File: src/hw/rtl/mec_pkg.sv
// Shared types, constants and saturation helper for the escape-time counter.
// No dependencies; every other file in hw/rtl imports this package.
package mec_pkg;

  localparam int COORD_BITS  = 12;
  localparam int MAX_ITER    = 256;
  localparam int FRAC_BITS   = 28;
  localparam int FIELD_W     = 12;
  localparam int ITER_W      = 9;
  localparam int IDX_W       = (COORD_BITS < FIELD_W) ? COORD_BITS : FIELD_W;
  localparam int CNT_W       = $clog2(MAX_ITER + 1);
  localparam int QUEUE_DEPTH = 2;
  localparam int PTR_W       = $clog2(QUEUE_DEPTH);
  localparam int QCNT_W      = $clog2(QUEUE_DEPTH + 1);
  localparam int SAT_W       = 48;

  localparam logic signed [SAT_W-1:0] SAT_MAX = 48'sd2147483647;
  localparam logic signed [SAT_W-1:0] SAT_MIN = -48'sd2147483648;

  // Register indexes on the configuration port
  localparam logic [1:0] REG_ORIGIN_REAL = 2'd0;
  localparam logic [1:0] REG_ORIGIN_IMAG = 2'd1;
  localparam logic [1:0] REG_STEP_REAL   = 2'd2;
  localparam logic [1:0] REG_STEP_IMAG   = 2'd3;

  typedef struct packed {
    logic signed [31:0] re;
    logic signed [31:0] im;
  } cpoint_t;

  typedef struct packed {
    logic signed [31:0] origin_re;
    logic signed [31:0] origin_im;
    logic [30:0]        step_re;
    logic [30:0]        step_im;
  } mec_cfg_t;

  typedef enum logic [1:0] {
    BK_IDLE,
    BK_MUL,
    BK_UPD
  } bk_state_t;

  typedef struct packed {
    bk_state_t        state;
    logic [CNT_W-1:0] count;
  } bk_status_t;

  function automatic logic signed [31:0] sat32(input logic signed [SAT_W-1:0] v);
    if (v > SAT_MAX) begin
      return 32'sh7fffffff;
    end else if (v < SAT_MIN) begin
      return 32'sh80000000;
    end else begin
      return signed'(v[31:0]);
    end
  endfunction

endpackage

File: src/hw/rtl/mec_front.sv
// Front end: accepts pixel coordinates and forms the point c from the
// configured origin and step. Depends on mec_pkg.
module mec_front import mec_pkg::*; (
  input  logic                 clk,
  input  logic                 rst_n,
  input  logic                 in_tvalid,
  output logic                 in_tready,
  input  logic [2*FIELD_W-1:0] in_tdata,
  input  mec_cfg_t             cfg,
  input  logic                 q_full,
  output logic                 push,
  output cpoint_t              point
);

  logic [IDX_W-1:0]       idx_re;
  logic [IDX_W-1:0]       idx_im;
  logic [IDX_W+30:0]      prod_re;
  logic [IDX_W+30:0]      prod_im;
  logic signed [SAT_W-1:0] sum_re;
  logic signed [SAT_W-1:0] sum_im;
  logic                   ready_r;

  // Ready is a register, held low in reset and set once reset is released;
  // from then on the input is refused only while the queue is full.
  always_ff @(posedge clk) begin
    if (!rst_n) begin
      ready_r <= 1'b0;
    end else begin
      ready_r <= 1'b1;
    end
  end

  assign in_tready = ready_r & ~q_full;
  assign push      = in_tvalid & in_tready;

  assign idx_re  = in_tdata[IDX_W-1:0];
  assign idx_im  = in_tdata[FIELD_W+IDX_W-1:FIELD_W];
  assign prod_re = idx_re * cfg.step_re;
  assign prod_im = idx_im * cfg.step_im;
  assign sum_re  = SAT_W'(cfg.origin_re) + signed'(SAT_W'(prod_re));
  assign sum_im  = SAT_W'(cfg.origin_im) + signed'(SAT_W'(prod_im));

  assign point.re = sat32(sum_re);
  assign point.im = sat32(sum_im);

endmodule

File: config.mk
export PLATFORM = sky130hd
export DESIGN_NAME = mec_front
export DESIGN_NICKNAME = d
export VERILOG_FILES = /design/src/hw/rtl/mec_pkg.sv /design/src/hw/rtl/mec_front.sv
export SDC_FILE = /design/constraint.sdc
export NUM_CORES = 2
export LEC_CHECK = 0
export BUFFER_PORTS_ARGS = -buffer_cell sky130_fd_sc_hd__buf_2
export CORE_MARGIN = 4
export CORE_UTILIZATION = 45
export DETAILED_ROUTE_END_ITERATION = 8
export HOLD_SLACK_MARGIN = 0.02
export PLACE_DENSITY_LB_ADDON = 0.15
export REMOVE_ABC_BUFFERS = 1
export SYNTH_ARGS = -nofsm -noshare
export SYNTH_HDL_FRONTEND = slang
export SYNTH_SLANG_ARGS = --single-unit
File: constraint.sdc
create_clock -name clk -period 14.5 [get_ports clk]
set_input_delay 2.175 -clock clk [delete_from_list [all_inputs] [get_ports clk]]
set_output_delay 2.175 -clock clk [all_outputs]
set_load 0.03 [all_outputs]
; Word level (Yosys, flattened, before mapping)
; Index checks and enable logic that the tools add are counted.
[op_classes]
addsub = 2
magnitude_cmp = 4
n_mul = 2
mux = 5
bitwise_logic = 3
[op_table]
columns = op, n
row1 = 32-bit 2-to-1 mux, 4
row2 = 32-bit by 44-bit adder with 45-bit output, 2
row3 = 45-bit by 32-bit greater-than comparator with 1-bit output (second input constant), 2
row4 = 45-bit by 32-bit < comparator with 1-bit output (second input constant), 2
row5 = 12-bit by 31-bit multiplier with 43-bit output, 2
row6 = 1-bit bitwise AND, 2
row7 = 1-bit 2-to-1 mux, 1
row8 = 1-bit NOT, 1
[totals]
output_inout_bits = 66
ff_bits = 1
elab_cells = 17

; Depth between registers and ports, before layout
[logic_depth]
word_depth = 5
mapped_depth = 38

; Worst setup path before layout
; No wires, ideal clock.
[synth_timing]
path_type = input to output
from = input port in_tdata[18]
to = output port point[8] (netlist bit)
t_arrival_ps = 10597
n_path_buf = 3
setup_slack_ps = 1728
cell_stages = 33
cell_sequence = clkbuf_1 nand2_1 fa_1 inv_1 fa_1 fa_1 fa_1 inv_1 fa_1 inv_1 ha_1 nand3_1 o31a_1 o31ai_1 a41oi_1 o21ai_0 nor2b_1 nor2_1 xnor2_1 ha_1 clkbuf_1 a21o_1 a21o_1 a21oi_1 nor2b_1 or3_1 a31oi_1 o41ai_1 xnor2_1 nor4b_1 a41oi_1 buf_2 o31ai_1
[synth_rtl]
columns = element, line
row1 = start: declaration, mec_front.sv:8  ; input logic [2*FIELD_W-1:0] in_tdata,
row2 = end: declaration, mec_front.sv:12  ; output cpoint_t point

==> impl_metrics.toml <==
[synthesis]
ys.flop_type = "dfxtp_1"
synthMostInstantiatedCell = "inv_1"
ys_types = 71
syn_area_per_cell_um2 = 8.01
ys_ff_latch = 1
syn_inst = 3507
synth_top_area_cell = "fa_1"
synth-edff-count = 0
yosys-top-cells-count = "inv_1 (691), nand2_1 (625), fa_1 (582)"
synth_top_area_share_pct = 41.5
synth_area_leaders = "fa_1 (41%), ha_1 (11%), inv_1 (9.2%)"
yosysWarnings = 0
ys_async_sr_fraction_pct = 0
syn-cell-area_um2 = 28100
yosysSeqAreaShare_pct = 0.0713

[routing]
drcViolationCount = 0
finalWirelength_um = 74900
wire_per_inst_um = 16.9
drt-vias-per-instance = 5.29
dr.pass1.iters = 5
num_vias = 23400
drtIter0Drc = 1244
drtAntennaViolNets = 0

[global_route]
grt_pass1_vias = 24500
antenna_found_initial = 1
grt_pass1_wl_um = 125000
gr-total-overflow = 0
grt_max_degree = 32
grt_usage_pct = 22.7

[worst_hold_path]
holdPathEnd = "ready_r"
min_from = "rst_n"
hp-class = "in -> reg"
holdPathStages = 1

[status]
status = "complete, no violations"

[worst_setup_path]
required_ns = 12.32
crit_path_start_kind = "input pin"
cpPeakStageDelay_ns = 0.67
cp.buffers_inverters = 7
path_delay_family = "compound AO/OA/AOI/OAI gates"
end_kind = "output pin"
path_class = "in -> out"
arrival_ns = 11.60
cp_slowest_cell = "o31ai_1"
cp_common_cell = "fa_1"
path_max_fanout = 20
cp.depth = 33

[timing]
fmax_ghz = 0.0726
hold_viol = 0
fin_setup_tns_ns = 0
worstMarginPinSlew_ns = 0.920
maxSlewHeadroom_pct = 38.7
maxSlewViolCount = 0
setup_violations = 0
rsz0062_at_grt = "no"
fin_crit_sh_pct = 95.0
min_period_ns = 13.77

[final_layout]
largest_reg_flops = 1
top_regs = "ready_r: 1 flops"
layout-drive-gt1-share_pct = 7.60
regMostFlops = "ready_r"
nets = 4583
syn2layout_area_growth_pct = 6.23

[place]
dp_hpwl_um = 62900
gp_congestion = 0.862
port-buffer-count = 219

[floorplanning]
dieHeight_um = 258
core_um2 = 61700
die-width_um = 258
initial_core_util_pct = 45.5
design.die.area_um2 = 66500
io_pins = 220
num_rows = 91

[clock_network]
cts_resized = 0
cts_hold_buf = 0
clk_pin_slew_ns = 0
post_cts_buffers = 0

[job]
drv_cap = 0
worst max path at each step:
| stage | start | to | slack, ns |
|---|---|---|---|
| 6_report | in_tdata[17] | point[2] | 0.73 |
| 4_1_cts | in_tdata[17] | point[2] | 0.72 |
| 3_3_place_gp | in_tdata[17] | point[11] | 0.79 |
| 5_1_grt | in_tdata[17] | point[10] | 0.03 |
| 3_5_place_dp | in_tdata[17] | point[2] | 0.75 |
| 2_1_floorplan | cfg[36] | point[44] | 1.51 |
per-stage QoR:
| step | util, % | instances | instance area [µm²] | worst slack [ns] | hold slack [ns] |
|---|---|---|---|---|---|
| 3_3_place_gp | 48.3 | 4430 | 29800 | 0.791 | 2.28 |
| 2_1_floorplan | - | 3341 | 27400 | 1.51 | 2.20 |
| 6_report | 48.3 | 4431 | 29800 | 0.727 | 2.28 |
| 4_1_cts | 48.3 | 4430 | 29800 | 0.719 | 2.28 |
| 3_5_place_dp | 48.3 | 4430 | 29800 | 0.752 | 2.28 |
| 5_1_grt | 48.3 | 4431 | 29800 | 0.0312 | 2.28 |
routing by layer:
layer	vias up	part of all wire (%)	GRT usage [%]
met5	-	0	0
met4	0	2.0	4.07
met3	65	3.2	0.902
met2	468	50	40.2
met1	11800	45	31.5
li1	11100	-	-
cells by family (layout without fill, tap and decap cells):
kind of cell	Yosys count	after routing	synth area share (%)
buffers and inverters	857	943	11.6
AO/OA/AOI/OAI	546	546	12.3
XOR/XNOR	150	150	4.68
multiplexers	2	2	0.0713
other	0	1	0
AND/OR/NAND/NOR	1117	1117	18.5
flip-flops	1	1	0.0713
adder cells (fa/ha/maj)	834	834	52.7
cell type report:
| cell class | instances | area [µm²] |
|---|---|---|
| antenna | 1 | 2.50 |
| sequential | 1 | 20.0 |
| inverter | 691 | 2590 |
| fill | 6273 | 31900 |
| multi-input combinational | 2649 | 24800 |
| timing repair buffer | 252 | 1340 |
| tap | 837 | 1050 |
layout by cell type, fill, tap and decap left out, types with 5 or more instances in the layout:
cell type  count
inv_1        691
nand2_1      625
fa_1         582
ha_1         252
buf_2        219
and2_1       212
a21oi_1      162
o21ai_0      117
xnor2_1       90
nor2_1        80
a21o_1        77
xor2_1        60
buf_4         33
o21a_1        29
nand3_1       28
nor3_1        28
nand2b_1      27
nand4_1       25
o21bai_1      24
o21ai_1       24
nor2b_1       20
and3_1        18
o211ai_1      16
a31oi_1       13
or3_1         13
o31ai_1       12
nor4_1        10
a211oi_1       7
and4_1         7
a221oi_1       7
nor3b_1        7
or2_2          6
a21boi_0       6
a211o_1        5
Power is left out: the tool's default activity adds up to more than one toggle a clock period on the data nets, which glitch-free logic cannot reach.
