### src/hw/rtl/mec_pkg.sv
// Shared types, constants and saturation helper for the escape-time counter.
// No dependencies; every other file in hw/rtl imports this package.
package mec_pkg;

  localparam int COORD_BITS  = 12;
  localparam int MAX_ITER    = 256;
  localparam int FRAC_BITS   = 28;
  localparam int FIELD_W     = 12;
  localparam int ITER_W      = 9;
  localparam int IDX_W       = (COORD_BITS < FIELD_W) ? COORD_BITS : FIELD_W;
  localparam int CNT_W       = $clog2(MAX_ITER + 1);
  localparam int QUEUE_DEPTH = 2;
  localparam int PTR_W       = $clog2(QUEUE_DEPTH);
  localparam int QCNT_W      = $clog2(QUEUE_DEPTH + 1);
  localparam int SAT_W       = 48;

  localparam logic signed [SAT_W-1:0] SAT_MAX = 48'sd2147483647;
  localparam logic signed [SAT_W-1:0] SAT_MIN = -48'sd2147483648;

  // Register indexes on the configuration port
  localparam logic [1:0] REG_ORIGIN_REAL = 2'd0;
  localparam logic [1:0] REG_ORIGIN_IMAG = 2'd1;
  localparam logic [1:0] REG_STEP_REAL   = 2'd2;
  localparam logic [1:0] REG_STEP_IMAG   = 2'd3;

  typedef struct packed {
    logic signed [31:0] re;
    logic signed [31:0] im;
  } cpoint_t;

  typedef struct packed {
    logic signed [31:0] origin_re;
    logic signed [31:0] origin_im;
    logic [30:0]        step_re;
    logic [30:0]        step_im;
  } mec_cfg_t;

  typedef enum logic [1:0] {
    BK_IDLE,
    BK_MUL,
    BK_UPD
  } bk_state_t;

  typedef struct packed {
    bk_state_t        state;
    logic [CNT_W-1:0] count;
  } bk_status_t;

  function automatic logic signed [31:0] sat32(input logic signed [SAT_W-1:0] v);
    if (v > SAT_MAX) begin
      return 32'sh7fffffff;
    end else if (v < SAT_MIN) begin
      return 32'sh80000000;
    end else begin
      return signed'(v[31:0]);
    end
  endfunction

endpackage

### src/hw/rtl/mec_queue.sv
// Short queue of points between the front end and the iteration engine.
// Depends on mec_pkg.
module mec_queue import mec_pkg::*; (
  input  logic    clk,
  input  logic    rst_n,
  input  logic    push,
  input  cpoint_t wr_point,
  output logic    full,
  input  logic    pop,
  output logic    not_empty,
  output cpoint_t rd_point
);

  cpoint_t             ent_r [QUEUE_DEPTH];
  logic [PTR_W-1:0]    wr_ptr_r;
  logic [PTR_W-1:0]    rd_ptr_r;
  logic [QCNT_W-1:0]   cnt_r;
  logic [QCNT_W-1:0]   cnt_nxt;

  assign full      = (cnt_r == QCNT_W'(QUEUE_DEPTH));
  assign not_empty = (cnt_r != '0);
  assign rd_point  = ent_r[rd_ptr_r];

  always_comb begin
    cnt_nxt = cnt_r;
    if (push && !pop) begin
      cnt_nxt = cnt_r + 1'b1;
    end else if (pop && !push) begin
      cnt_nxt = cnt_r - 1'b1;
    end
  end

  always_ff @(posedge clk) begin
    if (push) begin
      ent_r[wr_ptr_r] <= wr_point;
    end
  end

  always_ff @(posedge clk) begin
    if (!rst_n) begin
      wr_ptr_r <= '0;
      rd_ptr_r <= '0;
      cnt_r    <= '0;
    end else begin
      cnt_r <= cnt_nxt;
      if (push) begin
        wr_ptr_r <= (wr_ptr_r == PTR_W'(QUEUE_DEPTH - 1)) ? '0 : wr_ptr_r + 1'b1;
      end
      if (pop) begin
        rd_ptr_r <= (rd_ptr_r == PTR_W'(QUEUE_DEPTH - 1)) ? '0 : rd_ptr_r + 1'b1;
      end
    end
  end

endmodule

### config.mk
export PLATFORM = sky130hd
export DESIGN_NAME = mec_queue
export DESIGN_NICKNAME = d
export VERILOG_FILES = /design/src/hw/rtl/mec_pkg.sv /design/src/hw/rtl/mec_queue.sv
export SDC_FILE = /design/constraint.sdc
export NUM_CORES = 1
export LEC_CHECK = 0
export ABC_AREA = 1
export BUFFER_PORTS_ARGS = -buffer_cell sky130_fd_sc_hd__buf_2
export CORE_MARGIN = 2
export CORE_UTILIZATION = 54
export CTS_BUF_LIST = sky130_fd_sc_hd__clkbuf_4 sky130_fd_sc_hd__clkbuf_8
export DETAILED_ROUTE_END_ITERATION = 10
export HOLD_SLACK_MARGIN = 0.15
export PLACE_DENSITY = 0.92
export SYNTH_ARGS = -nofsm -noshare
export SYNTH_HDL_FRONTEND = slang
export SYNTH_SLANG_ARGS = --single-unit
### constraint.sdc
create_clock -name clk -period 4.8 [get_ports clk]
set_input_delay 0.24 -clock clk [delete_from_list [all_inputs] [get_ports clk]]
set_output_delay 0.24 -clock clk [all_outputs]
set_load 0.1 [all_outputs]
# == Word-level counts from Yosys, hierarchy flattened ==
# Memory sizes are Yosys's and may differ from the RTL's. A register that Yosys moved wholly into a read port is not among the register bits.
# Cells that the tools add are included.
# totals
ramBits,128
latch_bits,0
reg_bits,4
elab_cells,23
romBits,0
n_memories,1
# memory_table
name,words,word_bits,rd,rd_ports_with_merged_regs,write_ports,line_no,text
ent_r,2,64,1,1,1,mec_queue.sv:14,cpoint_t ent_r [QUEUE_DEPTH];
# classes
n_mux,8
n_eq_ne,1
add_sub_neg,4
div_mod_pow,0
n_bitwise,0
n_shift,0
n_mul,0
n_reduce_logical,6
order_cmp,0
# op_table
operator,n
$mux 1,6
$mux 2,2
$reduce_bool 2->1,2
$add 1x1->1 const B,2
$add 2x1->2 const B,1
$eq 2x2->1 const B,1
$logic_and 1x1->1,2
$logic_not 1->1,2
$sub 2x1->2 const B,1

# == Longest topological paths before layout ==
# Gate-level depths: netlist of run 1.
# logic_depth
word_depth,4
mapped_depth,8

# == Least setup slack after synthesis of run 1 ==
# No wires, ideal clock.
# synth_path
path_kind,reg2reg
startpoint,register wr_ptr_r
endpoint,memory ent_r[0][0] in the netlist's numbering (enable)
setup_slack_ps,1318
setup_time_ps,488
t_arrival_ps,2995
period_less_slack_ps,3482
required_time_ps,4312
n_path_buf,0
stages_incl_launch_ff,2
path_cell_list,dfxtp_1 -> nor2_1
# synth_rtl
element,line_no,text
start: declaration,mec_queue.sv:15,logic [PTR_W-1:0] wr_ptr_r;
start signal: assignment,mec_queue.sv:47,wr_ptr_r <= (wr_ptr_r == PTR_W'(QUEUE_DEPTH - 1)) ? '0 : wr_ptr_r + 1'b1;
end: declaration,mec_queue.sv:14,
# No word-level cell before the write port.

==> results of run 1 <==
cells by family (layout without fill, tap and decap cells):
family,Yosys count,count (layout)
fa+ha+maj,1,1
flops,133,133
buf+inv,15,244
compound gates,2,2
simple gates,19,19
mux,64,64
flip-flops by register name (all words and copies together) (netlist names), named ones only:
register and count:
ent_r 128, cnt_r 2, rd_ptr_r 1, wr_ptr_r 1
cell type report:
cell class,instances,area (sq um),share of cell area
Inverter,8,30.03,0.004336
Multi-Input combinational cell,86,1051,0.1518
Timing Repair Buffer,204,1371,0.1980
Sequential cell,133,3948,0.5700
Tap cell,129,161.4,0.02331
Clock buffer,17,234.0,0.03378
Clock inverter,15,130.1,0.01879
per-layer routing:
metal  vias to the layer above  global-route usage  part of all wire
met5                         -                   0                 0
met4                         0             0.06237             0.012
met3                        10             0.06556             0.051
met2                       109              0.3512              0.56
met1                      1363              0.2069              0.38
li1                       1337                   -                 -
final timing paths:
kind / start / endpoint / slack, ns
setup / recovery: flop / rd_point[56] / 2.24
hold / removal: push / cnt_r[0] / 0.23
setup reg to reg: wr_ptr_r / ent_r[0][3] / 2.87
hold reg to reg: rd_ptr_r / rd_ptr_r / 0.51
worst max-delay path, cell delays in order (launching register included):
cell and delay, ns:
dfxtp_4 1.12, mux2_4 0.32, buf_2 0.43
cell usage in the layout (no fill, tap or decap), types with 4 or more instances in the layout:
cell	count
mux2_2	4
mux2_4	60
edfxtp_1	128
inv_1	7
dlygate4sd3_1	69
buf_2	133
clkinvlp_4	5
nor2_1	7
clkbuf_8	17
dfxtp_1	4
nand2_1	9
power breakdown:
part / internal (W) / total [W] / switching [W] / leakage [nW]
sequential: 0.00134 / 0.00138 / 0.0000382 / 1.24
combinational: 0.000173 / 0.000641 / 0.000468 / 1.39
clock: 0.000410 / 0.000838 / 0.000428 / 0.172
total: 0.00192 / 0.00286 / 0.000935 / 2.80
metrics by stage:
stage / util / hold slack, ns / power [W] / cells
after floorplan: - / 0.3389 / 0.001920 / 234
after global routing: 0.7495 / 0.2550 / 0.002963 / 592
after detailed placement: 0.6353 / 0.4324 / 0.002003 / 491
after global placement: 0.6353 / 0.4275 / 0.001990 / 491
final: 0.7495 / 0.2315 / 0.002858 / 592
after CTS: 0.7495 / 0.1999 / 0.002880 / 592
what timing repair did:
| action | 4_1_cts | 5_1_grt |
|---|---|---|
| hold buffers | 69 | 0 |
| gates resized for setup | 0 | 0 |
| hold endpoints to repair | 133 | 0 |
==> results.sh, run 1 <==
export IMPL_status="finished clean"
export IMPL_h_tree_depth=4
export IMPL_final_setup_skew_ns=0.01080
export IMPL_routed_wirelength_mm=9.488
export IMPL_ys_seq_area_frac=0.7660
export IMPL_routabilityCongestion=0.6717
export IMPL_arrival_ns=2.32
export IMPL_cts_buffers=17
export IMPL_required_ns=4.56
export IMPL_yosys_top_cells_area="edfxtp_1 75%, mux2_4 17%, buf_12 2.3%"
export IMPL_slew_violations=0
export IMPL_dr_first_iter_drc_count=90
export IMPL_fin_crit_sh=0.5338
export IMPL_die_h_um=101.6
export IMPL_postSynthCellCount=234
export IMPL_core_rowCount=35
export IMPL_hold_viol_final=0
export IMPL_grt_setup_unrepaired="no"
export IMPL_p_leak_nw=2.804
export IMPL_synth_adder_area_share=0.002430
export IMPL_powerDensity_nw_per_um2=412.8
export IMPL_drive_above_1_share=0.5032
export IMPL_hold_path_class="input port to flop"
export IMPL_worst_pin_slew_ns=1.178
export IMPL_grt_pass1_wl_mm=14.49
export IMPL_synth_top_family_by_area="multiplexers"
export IMPL_yosys_warnings=0
export IMPL_via_per_inst=4.762
export IMPL_start_util=0.5572
export IMPL_grt_overflow_total=0
export IMPL_ys_seq_elements=133
export IMPL_relSlewSlack=0.2146
export IMPL_crit_path_end_kind="primary output"
export IMPL_place_ws_ns=2.631
export IMPL_antenna_left=0
export IMPL_final_nets=519
export IMPL_cts_clk_slew_worst_paths_ns=0.07
export IMPL_drv_cap=0
export IMPL_antenna_found_initial=0
export IMPL_synth_compound_area_share=0.001944
export IMPL_cts_setup_buffers=0
export IMPL_synth_nets=303
export IMPL_place_area_sq_um=5871
export IMPL_synth_top_cell_by_area="edfxtp_1"
export IMPL_portBuffers=133
export IMPL_nFillCells=544
export IMPL_max_vdd_ir_drop_mv=0.3325
export IMPL_cts_num_sinks=133
export IMPL_finalSetupViolations=0
export IMPL_cp_start_kind="flop"
export IMPL_worstPathMaxFanout=64
export IMPL_synth_main_ff_cell="edfxtp_1"
export IMPL_yosys_mux_area_fraction=0.1837
export IMPL_grt_pass1_vias=3047
export IMPL_synth_top_cell_area_share=0.7465
export IMPL_ys_async_sr_fraction=0
export IMPL_avgSynthCellArea_sq_um=22.00
export IMPL_insertion_delay_ns=0.41
export IMPL_setup_slack_ns=2.238
export IMPL_synthSimpleGateAreaFrac=0.01458
export IMPL_antenna_cells=0
export IMPL_core_area_sq_um=9240
export IMPL_vias=2819
export IMPL_max_freq_ghz=0.3903
export IMPL_synth_common_cells="128 x edfxtp_1, 60 x mux2_4, 9 x nand2_1"
export IMPL_synth_area_sq_um=5149
export IMPL_final_area_sq_um=6925
export IMPL_pin_count=134
export IMPL_die_area_sq_um=10330
export IMPL_area_growth_pct=34.51
export IMPL_cts_buffer_depth=2
export IMPL_r2r_cells=2
export IMPL_wl_per_cell_um=16.03
export IMPL_period_minus_slack_ns=2.562
export IMPL_synth_distinct_cells=14
export IMPL_grt_usage=0.1917
export IMPL_first_pass_iters=4
export IMPL_drc=0
export IMPL_synth_edf_count=128
export IMPL_hpwl_mm=5.602
export IMPL_synth_xor_area_frac=0
export IMPL_yosysMostFrequentCell="edfxtp_1"
export IMPL_fp_dieW_um=101.6
export IMPL_grt_max_degree=65
export IMPL_worstHoldPathCells=3
export IMPL_cts_root_buf="clkbuf_8"
export IMPL_worst_setup_path_type="flop to primary output"
export IMPL_cts_tree="done"
export IMPL_setup_tns_ns=0
Power figures use the tool's default switching activity.
==> run 2: changes to the inputs <==
Settings changed: ABC_AREA 1 to 0, CORE_UTILIZATION 54 to 49, PLACE_DENSITY 0.92 to 0.89.
Clock period 4.8 ns to 2.14 ns, I/O delays scaled along.
==> results.sh, run 2 <==
export IMPL_antenna_found_initial=0
export IMPL_antenna_left=0
export IMPL_r2r_cells=3
export IMPL_grt_usage=0.1761
export IMPL_area_growth_pct=38.87
export IMPL_cts_tree="done"
export IMPL_core_rowCount=36
export IMPL_grt_pass1_vias=3099
export IMPL_drv_cap=0
export IMPL_reg2reg_to="wr_ptr_r"
export IMPL_crit_path_end_kind="primary output"
export IMPL_required_ns=2.03
export IMPL_power_share_combinational=0.242
export IMPL_routabilityCongestion=0.6868
export IMPL_synth_top_cell_by_area="edfxtp_1"
export IMPL_mostFrequentLayoutCells="133 x buf_2, 128 x edfxtp_1, 67 x dlygate4sd3_1"
export IMPL_final_nets=507
export IMPL_avgSynthCellArea_sq_um=22.00
export IMPL_h_tree_depth=4
export IMPL_holdBufCountCts=67
export IMPL_power_switching_fraction=0.3301
export IMPL_relSlewSlack=0.6346
export IMPL_p_leak_nw=2.577
export IMPL_clockPowerShare=0.297
export IMPL_vias=2802
export IMPL_core_area_sq_um=9684
export IMPL_internal_power_w=0.004414
export IMPL_start_util=0.5019
export IMPL_final_setup_skew_ns=0.01091
export IMPL_cts_repair_resized=0
export IMPL_finalSetupViolations=0
export IMPL_place_ws_ns=0.6762
export IMPL_cp_start_kind="flop"
export IMPL_fp_dieW_um=103.6
export IMPL_period_minus_slack_ns=1.915
export IMPL_yosysMostFrequentCell="edfxtp_1"
export IMPL_place_area_sq_um=5703
export IMPL_final_area_sq_um=6750
export IMPL_synth_common_cells="128 x edfxtp_1, 64 x mux2_2, 6 x buf_6"
export IMPL_synth_nets=290
export IMPL_setup_tns_ns=0
export IMPL_synth_top_cell_area_share=0.7907
export IMPL_die_h_um=103.6
export IMPL_ys_async_sr_fraction=0
export IMPL_insertion_delay_ns=0.42
export IMPL_arrival_ns=1.81
export IMPL_yosys_top_cells_area="edfxtp_1 79%, mux2_2 15%, dfxtp_1 2.1%"
export IMPL_powerDensity_nw_per_um2=976.1
export IMPL_cts_clk_slew_worst_paths_ns=0.07
export IMPL_cts_buffer_depth=2
export IMPL_synth_main_ff_cell="edfxtp_1"
export IMPL_ys_seq_area_frac=0.8113
export IMPL_cts_num_sinks=133
export IMPL_status="finished clean"
export IMPL_cts_root_buf="clkbuf_8"
export IMPL_pin_count=134
export IMPL_worstPathMaxFanout=64
export IMPL_largest_reg_flops=128
export IMPL_synth_edf_count=128
export IMPL_max_vdd_ir_drop_mv=0.5413
export IMPL_grt_overflow_total=0
export IMPL_fin_crit_sh=0.8946
export IMPL_yosys_warnings=0
export IMPL_grt_setup_unrepaired="no"
export IMPL_portBuffers=133
export IMPL_switchingPower_w=0.002175
export IMPL_first_pass_iters=5
export IMPL_hpwl_mm=5.138
export IMPL_r2r_slack_ns=0.69
export IMPL_drive_above_1_share=0.5233
export IMPL_grt_max_degree=65
export IMPL_top_register="ent_r"
export IMPL_synth_area_sq_um=4861
export IMPL_top_regs="ent_r: 128 flops, cnt_r: 2 flops"
export IMPL_seq_power_share=0.462
export IMPL_power_w=0.006589
export IMPL_dr_first_iter_drc_count=105
export IMPL_worst_pin_slew_ns=0.5480
export IMPL_synth_distinct_cells=17
export IMPL_drc=0
export IMPL_routed_wirelength_mm=9.120
export IMPL_cts_setup_buffers=0
export IMPL_grt_pass1_wl_mm=14.50
export IMPL_hold_path_class="input port to flop"
export IMPL_mostFrequentLayoutCell="buf_2"
export IMPL_slew_violations=0
export IMPL_worst_setup_path_type="flop to primary output"
export IMPL_postSynthCellCount=221
export IMPL_wl_per_cell_um=15.62
export IMPL_antenna_cells=0
export IMPL_max_freq_ghz=0.5223
export IMPL_die_area_sq_um=10730
export IMPL_via_per_inst=4.798
export IMPL_setup_slack_ns=0.2255
export IMPL_timing_rr_start="wr_ptr_r"
export IMPL_cts_buffers=17
export IMPL_ys_seq_elements=133
export IMPL_hold_viol_final=0
export IMPL_endpoint="rd_point[14]"
==> run 2: cell count changes in the layout (fill, tap and decap cells not counted), moves of 2 or more <==
cell	previous run	this run
and2_1	0	3
buf_12	0	3
clkinv_1	1	3
clkinvlp_4	5	3
dlygate4sd3_1	69	67
inv_1	7	1
mux2_2	4	64
mux2_4	60	0
nand2_1	9	0
nor2_1	7	0
xor2_1	0	2
==> run 2: critical path, cell delays in order, from the launching register on <==
cell and delay, ns:
dfxtp_2 0.34, buf_12 0.30, mux2_2 0.40, buf_2 0.30
==> run 2: worst min path at each step <==
stage	start	end	slack, ns	cells after the start
global route	push	ent_r[0][44]	0.18	2
floorplan	wr_point[0]	ent_r[0][0]	0.21	0
finish	push	ent_r[0][44]	0.20	2
detailed placement	wr_point[34]	ent_r[0][34]	0.30	1
global placement	wr_point[58]	ent_r[1][58]	0.29	1
CTS	push	ent_r[0][44]	0.17	2
==> run 2: power by group through the flow <==
stage	Combinational (W)	Clock (W)	Sequential, W
after floorplan	0.00126	0	0.00309
after global placement	0.00148	0	0.00309
after detailed placement	0.00149	0	0.00310
after CTS	0.00159	0.00200	0.00304
after global routing	0.00164	0.00211	0.00305
final	0.00159	0.00196	0.00304
==> run 2: per-layer routing <==
metal  wire length (um)  vias up  track usage
met5                  0        -            0
met4                110        0      0.07625
met3                474       12      0.05412
met2               4916      101       0.3188
met1               3618     1380       0.1901
li1                   -     1309            -
==> run 2: metrics by stage <==
| stage | hold WS, ns | util | std cells |
|---|---|---|---|
| CTS | 0.1700 | 0.6970 | 584 |
| detailed placement | 0.2984 | 0.5889 | 485 |
| global route | 0.1802 | 0.6970 | 584 |
| finish | 0.1990 | 0.6970 | 584 |
| global placement | 0.2938 | 0.5889 | 485 |
| floorplan | 0.2059 | - | 221 |
==> run 2: cell families (layout without fill, tap and decap cells) <==
group                    Yosys count  count (layout)  share of synthesized area
AO/OA/AOI/OAI                      3               3                   0.004119
XOR/XNOR                           3               3                   0.005406
adder cells (fa/ha/maj)            1               1                   0.002574
buffers and inverters              8             238                    0.01622
flip-flops                       133             133                     0.8113
multiplexers                      64              64                     0.1483
AND/OR/NAND/NOR                    9               9                    0.01210
==> run 2: layout make-up <==
type	count	area [sq um]
clock buffers	18	241.5
clock inverters	14	135.1
fillers	627	2934
inverters	1	3.754
multi-input cells	80	847.1
flip-flops and latches	133	3945
well taps	133	166.4
repair buffers	205	1411
